## src/rtl/core/rmt_pkg.sv

```systemverilog
// shared types, widths and helpers for the ray midpoint triangulation block
package rmt_pkg;

    localparam int WORD_BITS = 32;
    localparam int FRAC_BITS = 16;

    // product of a word and a difference of two words
    localparam int PROD_W    = 2 * WORD_BITS + 1;
    // dot products of three terms, with room for a negation
    localparam int DOT_W     = 2 * WORD_BITS + 4;
    // wide multiplier
    localparam int MUL_IN_W  = DOT_W;
    localparam int MUL_OUT_W = 2 * MUL_IN_W;
    localparam int LIMB_W    = (MUL_IN_W + 2) / 3;
    localparam int MUL_LAT   = 5;
    // determinant and numerators
    localparam int SUM_W     = MUL_OUT_W + 1;
    // divider
    localparam int DIV_R_W   = SUM_W + WORD_BITS;
    localparam int DIV_LAT   = WORD_BITS + 2;
    // closest points and their differences
    localparam int PT_W      = WORD_BITS + FRAC_BITS + 2;
    // sum of squared differences and square root
    localparam int SQ_SUM_W  = MUL_OUT_W + 2;
    localparam int SQRT_R_W  = WORD_BITS + 3;
    localparam int SQRT_LAT  = WORD_BITS + 2;
    // queue between front and back
    localparam int Q_DEPTH   = 2;
    localparam int Q_AW      = $clog2(Q_DEPTH);

    localparam logic signed [WORD_BITS-1:0] S_MAX = {1'b0, {(WORD_BITS-1){1'b1}}};
    localparam logic signed [WORD_BITS-1:0] S_MIN = {1'b1, {(WORD_BITS-1){1'b0}}};

    typedef struct packed {
        logic signed [WORD_BITS-1:0] dir_a_x;
        logic signed [WORD_BITS-1:0] dir_a_y;
        logic signed [WORD_BITS-1:0] dir_a_z;
        logic signed [WORD_BITS-1:0] orig_a_x;
        logic signed [WORD_BITS-1:0] orig_a_y;
        logic signed [WORD_BITS-1:0] orig_a_z;
        logic signed [WORD_BITS-1:0] dir_b_x;
        logic signed [WORD_BITS-1:0] dir_b_y;
        logic signed [WORD_BITS-1:0] dir_b_z;
        logic signed [WORD_BITS-1:0] orig_b_x;
        logic signed [WORD_BITS-1:0] orig_b_y;
        logic signed [WORD_BITS-1:0] orig_b_z;
    } in_word_t;

    typedef struct packed {
        logic signed [WORD_BITS-1:0] mid_x;
        logic signed [WORD_BITS-1:0] mid_y;
        logic signed [WORD_BITS-1:0] mid_z;
        logic        [WORD_BITS-1:0] gap;
        logic signed [WORD_BITS-1:0] param_a;
        logic signed [WORD_BITS-1:0] param_b;
        logic                        degenerate;
    } out_word_t;

    // classified ray pair handed from front to back
    typedef struct packed {
        logic signed [SUM_W-1:0] det;
        logic signed [SUM_W-1:0] num_a;
        logic signed [SUM_W-1:0] num_b;
        logic                    degen;
        in_word_t                ray;
    } job_t;

    // signed product of two words extended by one bit
    function automatic logic signed [PROD_W-1:0] smul(input logic signed [WORD_BITS:0] x,
                                                      input logic signed [WORD_BITS:0] y);
        return PROD_W'(x) * PROD_W'(y);
    endfunction

    // saturate a point sum to the signed word range
    function automatic logic signed [WORD_BITS-1:0] sat_word(input logic signed [PT_W:0] x);
        if (x > (PT_W+1)'(S_MAX))
            return S_MAX;
        else if (x < (PT_W+1)'(S_MIN))
            return S_MIN;
        else
            return WORD_BITS'(x);
    endfunction

endpackage

```

## src/rtl/core/rmt_queue.sv

```systemverilog
// short queue of classified ray pairs between front and back
module rmt_queue
    import rmt_pkg::*;
(
    input  logic clk,
    input  logic rst_n,
    input  logic push,
    input  job_t din,
    input  logic pop,
    output job_t dout,
    output logic empty,
    output logic full
);

    job_t            mem_reg [Q_DEPTH];
    logic [Q_AW-1:0] wr_ptr_reg;
    logic [Q_AW-1:0] rd_ptr_reg;
    logic [Q_AW:0]   count_reg;
    logic            do_push;
    logic            do_pop;

    assign empty   = count_reg == '0;
    assign full    = count_reg == (Q_AW+1)'(Q_DEPTH);
    assign do_push = push && !full;
    assign do_pop  = pop && !empty;
    assign dout    = mem_reg[rd_ptr_reg];

    // pointers and fill level
    always_ff @(posedge clk or negedge rst_n)
    begin
        if (!rst_n)
        begin
            wr_ptr_reg <= '0;
            rd_ptr_reg <= '0;
            count_reg  <= '0;
        end
        else
        begin
            if (do_push)
                wr_ptr_reg <= wr_ptr_reg + 1'b1;
            if (do_pop)
                rd_ptr_reg <= rd_ptr_reg + 1'b1;
            if (do_push && !do_pop)
                count_reg <= count_reg + 1'b1;
            else if (do_pop && !do_push)
                count_reg <= count_reg - 1'b1;
        end
    end

    // storage
    always_ff @(posedge clk)
    begin
        if (do_push)
            mem_reg[wr_ptr_reg] <= din;
    end

endmodule

```

## config.mk

```make
export PLATFORM = sky130hd
export DESIGN_NAME = rmt_queue
export DESIGN_NICKNAME = d
export VERILOG_FILES = /design/src/rtl/core/rmt_pkg.sv /design/src/rtl/core/rmt_queue.sv
export SDC_FILE = /design/constraint.sdc
export NUM_CORES = 1
export LEC_CHECK = 0
export BUFFER_PORTS_ARGS = -buffer_cell sky130_fd_sc_hd__buf_2
export CELL_PAD_IN_SITES_DETAIL_PLACEMENT = 0
export CELL_PAD_IN_SITES_GLOBAL_PLACEMENT = 1
export CORE_AREA = 5 5 619 621
export DETAILED_ROUTE_END_ITERATION = 8
export DIE_AREA = 0 0 624 626
export GPL_ROUTABILITY_DRIVEN = 0
export GPL_TIMING_DRIVEN = 0
export HOLD_SLACK_MARGIN = 0.06
export MAX_ROUTING_LAYER = met4
export PLACE_DENSITY_LB_ADDON = 0.1
export SLEW_MARGIN = 25
export SYNTH_ARGS = -nofsm -noshare
export SYNTH_HDL_FRONTEND = slang
export SYNTH_SLANG_ARGS = --single-unit
```

## constraint.sdc

```tcl
create_clock -name clk -period 42.4 [get_ports clk]
set_input_delay 12.72 -clock clk [delete_from_list [all_inputs] [get_ports clk]]
set_output_delay 12.72 -clock clk [all_outputs]
set_load 0.01 [all_outputs]
```

; Word level (Yosys, flattened, before mapping)
; Memory sizes are Yosys's and may differ from the RTL's.
; Cells that the tools add are included.
[word_totals]
ff_bits = 4
mem_bits_rw = 1592
out_inout_bits = 798
wordCells = 23
mem_count = 1
[memory_table]
columns = name, depth, width, read_ports, rd_clocked_by_memory_dff, wr, line
row1 = mem_reg, 2, 796, 1, 0, 1, rmt_queue.sv:15  ; job_t mem_reg [Q_DEPTH];
[op_classes]
n_addsub = 4
eq_ne = 1
muxes = 4
reduce_logical = 10
[ops]
columns = op, n
row1 = $logic_and 1x1->1, 4
row2 = $logic_not 1->1, 4
row3 = $mux 2, 2
row4 = $add 1x1->1 const B, 2
row5 = $add 2x1->2 const B, 1
row6 = $eq 2x2->1 const B, 1
row7 = $logic_not 2->1, 1
row8 = $mux 1, 2
row9 = $reduce_bool 2->1, 1
row10 = $sub 2x1->2 const B, 1

; Depth between registers and ports, before layout
; Gate-level depths: netlist (run 1).
[depth]
depth_word = 7
ltp_mapped = 7
mapped_depth_nobuf = 7

; Least setup slack after synthesis (run 1)
; Ideal clock, no wire load.
[synth_timing]
kind = input to register
startpoint = input push
endpoint = memory mem_reg[0][0] (netlist bit) (enable)
setup_time_ps = 1977
arrival_time_ps = 45711
setup_slack_ps = -5288
cell_stages = 2
cell_sequence = nand2_1 -> nor2_1
[synth_between]
elab_chain_cells = 3
[synth_lines]
columns = item, line
row1 = from (decl), rmt_queue.sv:7  ; input logic push,
row2 = $logic_and 1x1->1, rmt_queue.sv:24  ; assign do_push = push && !full;
row3 = $mux 1, rmt_queue.sv:53  ; if (do_push)
row4 = $mux 1 (implied by the code), rmt_queue.sv:54  ; mem_reg[wr_ptr_reg] <= din;
row5 = to (decl), rmt_queue.sv:15
; No other way between the ends.

==> flow_metrics.py, run 1 <==
metrics = {
    "grt": {
        "grt_pass1_wl_mm": 328.4,
        "track_usage_pct": 12.88,
        "grt_max_degree": 39,
        "grt_overflow": 0,
        "grt_pass1_vias": 33970,
        "antenna_found_initial": 317,
    },
    "worst_setup_path": {
        "crit_type": "reg2out",
        "arrival_ns": 3.12,
        "end_kind": "primary output",
        "path_max_fanout": 10,
        "crit_required_ns": 29.68,
        "critPathLaunchType": "flip-flop",
        "r2r_setup_slack_ns": 38.99,
    },
    "cells_and_area": {
        "syn2layout_area_growth_pct": 38.49,
        "layout_common_cells": "1608 x buf_2, 1592 x edfxtp_1, 466 x mux2_2",
        "drive_gt1_share_pct": 62.15,
        "final.fill_count": 40030,
        "final_nets": 5183,
        "largest_reg_flops": 1592,
        "layout_commonest_cell": "buf_2",
    },
    "sta": {
        "setup_viol": 0,
        "rsz0062_at_grt": "false",
        "holdWs_ns": 0.5182,
        "tightest_slew_ns": 0.6272,
        "clock_skew_ns": 0.04089,
        "period_needed_ns": 15.84,
        "finalSetupTns_ns": 0,
        "fin_crit_sh_pct": 37.36,
        "relSlewSlack_pct": 58.18,
        "hold_viol": 0,
        "fmax_ghz": 0.06313,
        "maxSlewViolCount": 0,
    },
    "floorplanning": {
        "floorplan.initialDensity_pct": 15.64,
        "row_count": 226,
        "die_h_um": 626,
        "die_w_um": 624,
        "coreArea_mm2": 0.3772,
        "io-pin-count": 1598,
        "dieArea_mm2": 0.3906,
    },
    "routing": {
        "vias": 32180,
        "drc_errors": 0,
        "wl_mm": 256.5,
        "wl_per_cell_um": 26.58,
        "drtIter0Drc": 1397,
        "viasPerCell": 3.335,
        "antenna_left": 0,
        "dr.pass1.iters": 4,
    },
    "yosys": {
        "synth_cell_types": 16,
        "synthCells": 2496,
        "synth_area_leader_cell": "edfxtp_1",
        "synthTopCellsByArea": "edfxtp_1 81%, mux2_2 8.9%, mux2_4 8.4%",
        "synth.avg_cell_area_um2": 23.63,
        "ys_seq_area_share_pct": 81.21,
        "synthesis.nets": 3297,
        "yosys_warnings": 0,
        "synth_top_area_share_pct": 81.04,
        "synth.cell_area_mm2": 0.05899,
        "ys_ff_latch": 1596,
    },
    "clock_tree": {
        "ctsHtreeMaxLevel": 4,
        "postCtsSetupBuffers": 0,
        "cts_hold_buf": 0,
        "clock_path_buffers": 4,
        "cts_tree": "yes",
        "insertion_delay_ns": 0.86,
        "cts_buffers": 209,
        "path_clk_slew_ns": 0.06,
        "cts.sinks": 1596,
        "cts-resized-gates": 0,
        "ctsRootBufferMaster": "clkbuf_16",
    },
    "pwr": {
        "p_sw_share_pct": 33.63,
        "combPwrFrac_pct": 35.4,
        "clockPowerShare_pct": 27.7,
        "irDropWorstVdd_mv": 0.02875,
        "leakagePower_nw": 30.05,
        "p_int_w": 0.003975,
        "switching_power_w": 0.002014,
        "p_seq_share_pct": 37.0,
        "powerDensity_mw_per_mm2": 73.31,
    },
    "run_status": {
        "status": "finished clean",
    },
    "placed_design": {
        "hpwl_mm": 204.6,
        "io_buffers": 1597,
    },
    "flow_run": {
        "cap_violations": 0,
    },
    "min_path": {
        "hp-class": "reg2reg",
    },
}
## path summary, 6_finish.rpt
kind	startpoint	endpoint	cells after the start
min in group asynchronous	rst_n	count_reg[1]	1
worst min register to register	count_reg[1]	count_reg[1]	1
worst max register to register	count_reg[0]	mem_reg[0][628]	13
worst max-delay path	rd_ptr_reg	dout[770]	5
worst min-delay path	count_reg[1]	count_reg[1]	1
max in group asynchronous	rst_n	wr_ptr_reg	1
## cells in the mapped netlist
cell / n
nand2b_1: 1
xnor2_1: 3
nand2_1: 1
xor2_1: 2
and3_1: 1
inv_1: 2
buf_6: 38
ha_1: 1
buf_4: 40
mux2_4: 330
o21ai_0: 1
nor2_1: 3
mux2_2: 466
buf_2: 11
dfrtp_1: 4
edfxtp_1: 1592
## cells by family (layout without fill, tap and decap cells)
group                    count (synthesis)  in the layout  synth area share [%]
flip-flops                            1596           1596                 81.21
multiplexers                           796            796                 17.30
buffers and inverters                   91           2137                 1.341
AND/OR/NAND/NOR                          6              6               0.04667
XOR/XNOR                                 5              5               0.07425
adder cells (fa/ha/maj)                  1              1               0.02121
AO/OA/AOI/OAI                            1              1              0.008476
other                                    0             92                     0
## cell type report
| class | instances | area [um2] | share of cell area [%] |
|---|---|---|---|
| Buffer | 89 | 783.3 | 0.9588 |
| Timing Repair Buffer | 1675 | 9917 | 12.14 |
| Inverter | 2 | 7.507 | 0.009189 |
| Tap cell | 5016 | 6276 | 7.682 |
| Antenna cell | 92 | 230.2 | 0.2818 |
| Clock buffer | 274 | 5495 | 6.727 |
| Sequential cell | 1596 | 47910 | 58.64 |
| Multi-Input combinational cell | 809 | 10300 | 12.61 |
| Clock inverter | 97 | 774.5 | 0.9480 |
## per-stage QoR
stage          cells  area, um2  setup WS [ns]  power (W)  util, %
3_5_place_dp    9187      75190          26.71   0.004485    19.93
5_1_grt         9646      81680          26.21   0.006316    21.65
4_1_cts         9558      81460          26.14   0.006214    21.60
3_3_place_gp    9109      73260         -12.62   0.005060    19.42
6_report        9650      81690          26.56   0.005989    21.66
2_1_floorplan   2496      58990          8.247   0.003641        -
## routing by layer
layer / vias to the layer above / track usage, % / wire, um
met2: 1417 / 24.46 / 140500
met1: 16040 / 12.18 / 86060
met4: 0 / 2.763 / 7618
met5: - / - / 0
li1: 14030 / - / -
met3: 688 / 5.041 / 22330
## critical path: stages (launching register included)
cell and delay (ns):
dfrtp_1 0.31, buf_2 0.32, buf_6 0.33, buf_2 0.58
mux2_2 0.46, buf_2 0.20
## power by group through the flow
stage | combinational, W | clock (W) | sequential (W)
global placement | 0.00210 | 0 | 0.00296
global route | 0.00227 | 0.00181 | 0.00224
finish | 0.00212 | 0.00166 | 0.00221
CTS | 0.00224 | 0.00175 | 0.00222
detailed placement | 0.00224 | 0 | 0.00225
floorplan | 0.00105 | 0 | 0.00259
(Power assumes the default switching activity.)
==> run 2: changes to the inputs <==
- ABC_AREA: not set -> 1
- CORE_AREA: 5 5 619 621 -> 5 5 613 615
- DIE_AREA: 0 0 624 626 -> 0 0 618 620
- clock period: 42.4 -> 13.48 ns (I/O delays scaled with it)
==> flow_metrics.py, run 2 <==
metrics = {
    "clock_tree": {
        "ctsHtreeMaxLevel": 4,
        "postCtsSetupBuffers": 0,
        "cts_tree": "yes",
        "path_clk_slew_ns": 0.05,
        "insertion_delay_ns": 0.88,
        "cts_hold_buf": 0,
        "cts_buffers": 210,
        "cts-resized-gates": 0,
        "cts.sinks": 1596,
        "clock_path_buffers": 4,
        "ctsRootBufferMaster": "clkbuf_16",
    },
    "sta": {
        "clock_skew_ns": 0.04649,
        "finalSetupTns_ns": 0,
        "relSlewSlack_pct": 64.36,
        "fmax_ghz": 0.1395,
        "setup_viol": 0,
        "rsz0062_at_grt": "false",
        "tightest_slew_ns": 0.5346,
        "period_needed_ns": 7.169,
        "hold_viol": 0,
        "maxSlewViolCount": 0,
        "fin_crit_sh_pct": 53.18,
    },
    "yosys": {
        "synth.cell_area_mm2": 0.05799,
        "yosys-top-cells-count": "2397 x nand2_1, 1592 x edfxtp_1, 145 x buf_2",
        "synth.avg_cell_area_um2": 13.84,
        "ys_ff_latch": 1596,
        "post-synth-top-count-cell": "nand2_1",
        "synth_cell_types": 17,
        "synthesis.nets": 4990,
        "synthFlopType": "edfxtp_1",
        "async_flop_share_pct": 0.2506,
        "synth_edf_count": 1592,
        "yosys_warnings": 0,
        "synth_top_area_share_pct": 82.44,
        "synthCells": 4189,
        "synthTopCellsByArea": "edfxtp_1 82%, nand2_1 16%, buf_2 1.3%",
        "ys_seq_area_share_pct": 82.62,
        "synth_area_leader_cell": "edfxtp_1",
    },
    "worst_setup_path": {
        "crit_top_cell": "buf_4",
        "crit_family": "buffers and inverters",
        "cp_slowest_stage_delay_ns": 0.45,
        "end_kind": "primary output",
        "path_max_fanout": 12,
        "arrival_ns": 3.12,
        "worst-path-buf-inv": 5,
        "cp_cell_sequence": "buf_4 > buf_4 > buf_4 > buf_2 > nand2_1 > nand2_1 > buf_2",
        "critPathLaunchType": "flip-flop",
        "crit_slowest_cell": "buf_4",
        "crit_type": "reg2out",
        "crit_required_ns": 9.44,
    },
    "routing": {
        "dr.pass1.iters": 5,
        "drtIter0Drc": 1836,
        "wl_per_cell_um": 24.39,
        "drc_errors": 0,
        "wl_mm": 276.6,
        "vias": 39020,
        "viasPerCell": 3.441,
        "antenna_left": 0,
    },
    "pwr": {
        "p_seq_share_pct": 35.8,
        "p_sw_share_pct": 38.50,
        "clockPowerShare_pct": 27.7,
        "leakagePower_nw": 33.21,
        "irDropWorstVdd_mv": 0.1074,
        "combPwrFrac_pct": 36.5,
        "p_int_w": 0.01193,
        "switching_power_w": 0.007466,
        "powerDensity_mw_per_mm2": 238.8,
    },
    "cells_and_area": {
        "regArea_mm2": 0.04791,
        "utilization_pct": 21.93,
        "syn2layout_area_growth_pct": 40.02,
        "drive_gt1_share_pct": 34.22,
        "final_area_mm2": 0.08119,
        "final_nets": 6892,
        "multiInputGateArea_mm2": 0.009084,
        "final.fill_count": 39740,
        "layout_common_cells": "2397 x nand2_1, 1742 x buf_2, 1592 x edfxtp_1",
        "layout_commonest_cell": "nand2_1",
        "largest_reg_flops": 1592,
    },
    "floorplanning": {
        "dieArea_mm2": 0.3832,
        "floorplan.initialDensity_pct": 15.66,
        "row_count": 224,
        "die_w_um": 618,
        "die_h_um": 620,
        "coreArea_mm2": 0.3702,
        "io-pin-count": 1598,
    },
    "placed_design": {
        "place_area_mm2": 0.07441,
        "hpwl_mm": 218.8,
        "io_buffers": 1597,
    },
    "grt": {
        "grt_max_degree": 25,
        "grt_pass1_vias": 38800,
        "track_usage_pct": 14.14,
        "antenna_found_initial": 321,
        "grt_overflow": 0,
        "grt_pass1_wl_mm": 358.3,
    },
    "min_path": {
        "hp-class": "reg2reg",
    },
    "run_status": {
        "status": "finished clean",
    },
    "flow_run": {
        "cap_violations": 0,
    },
}
## run 2: cell count changes after synthesis, moves of 5 or more
| cell | delta |
|---|---|
| nand2_1 | +2396 |
| buf_4 | -13 |
| buf_6 | -35 |
| mux2_2 | -466 |
| inv_1 | +5 |
| buf_2 | +134 |
| mux2_4 | -330 |
## run 2: final timing paths
kind	endpoint	start	cells after the start	slack, ns
setup reg to reg	mem_reg[0][285]	count_reg[1]	13	9.99
setup / recovery	dout[713]	rd_ptr_reg	7	6.31
max in group asynchronous	rd_ptr_reg	rst_n	1	10.35
min in group asynchronous	count_reg[0]	rst_n	1	3.01
hold / removal	wr_ptr_reg	wr_ptr_reg	2	0.49
hold reg to reg	wr_ptr_reg	wr_ptr_reg	2	0.49
## run 2: layer usage
layer  up-vias  wire (um)  global-route usage (%)
met5         -          0                       -
met1     18520      96580                   14.04
met3       643      24260                   5.251
met4         0       8264                   2.935
met2      1558     147500                   26.27
li1      18300          -                       -
## run 2: final cells by class
type                       instances  share of cell area, %
inverter                           8                0.04469
multi-input combinational       2408                  11.19
antenna                          113                 0.3483
sequential                      1596                  59.01
clock buffer                     259                  6.752
buffer                           177                  1.213
timing repair buffer            1690                  12.54
tap                             4972                  7.662
clock inverter                   116                  1.251
## run 2: tightest hold or removal path, stage by stage, from the launching register on
cell,delay (ns)
dfrtp_1,0.34
nand2_1,0.06
nand2_1,0.06
## run 2: cells by family after synthesis
logic type,count (synthesis),share of synthesized area [%]
fa+ha+maj,1,0.02157
compound gates,2,0.01726
xor+xnor,1,0.01511
flops,1596,82.62
simple gates,2404,15.57
buf+inv,185,1.754
## run 2: metrics by stage
stage / power, W / std cells / hold WS [ns] / setup slack, ns
floorplan: 0.01058 / 4189 / 0.4501 / -3.099
global placement: 0.01507 / 10760 / 0.4648 / -16.22
detailed placement: 0.01454 / 10850 / 0.4822 / 6.275
CTS: 0.02011 / 11230 / 0.4966 / 6.057
global route: 0.02062 / 11320 / 0.5191 / 6.087
finish: 0.01939 / 11340 / 0.4884 / 6.311
## run 2: power groups by stage
stage               clock (W)  combinational (W)  sequential [W]
global placement            0            0.00689         0.00819
CTS                   0.00564            0.00751         0.00696
global route          0.00583            0.00776         0.00703
floorplan                   0            0.00293         0.00766
finish                0.00537            0.00707         0.00695
detailed placement          0            0.00749         0.00706
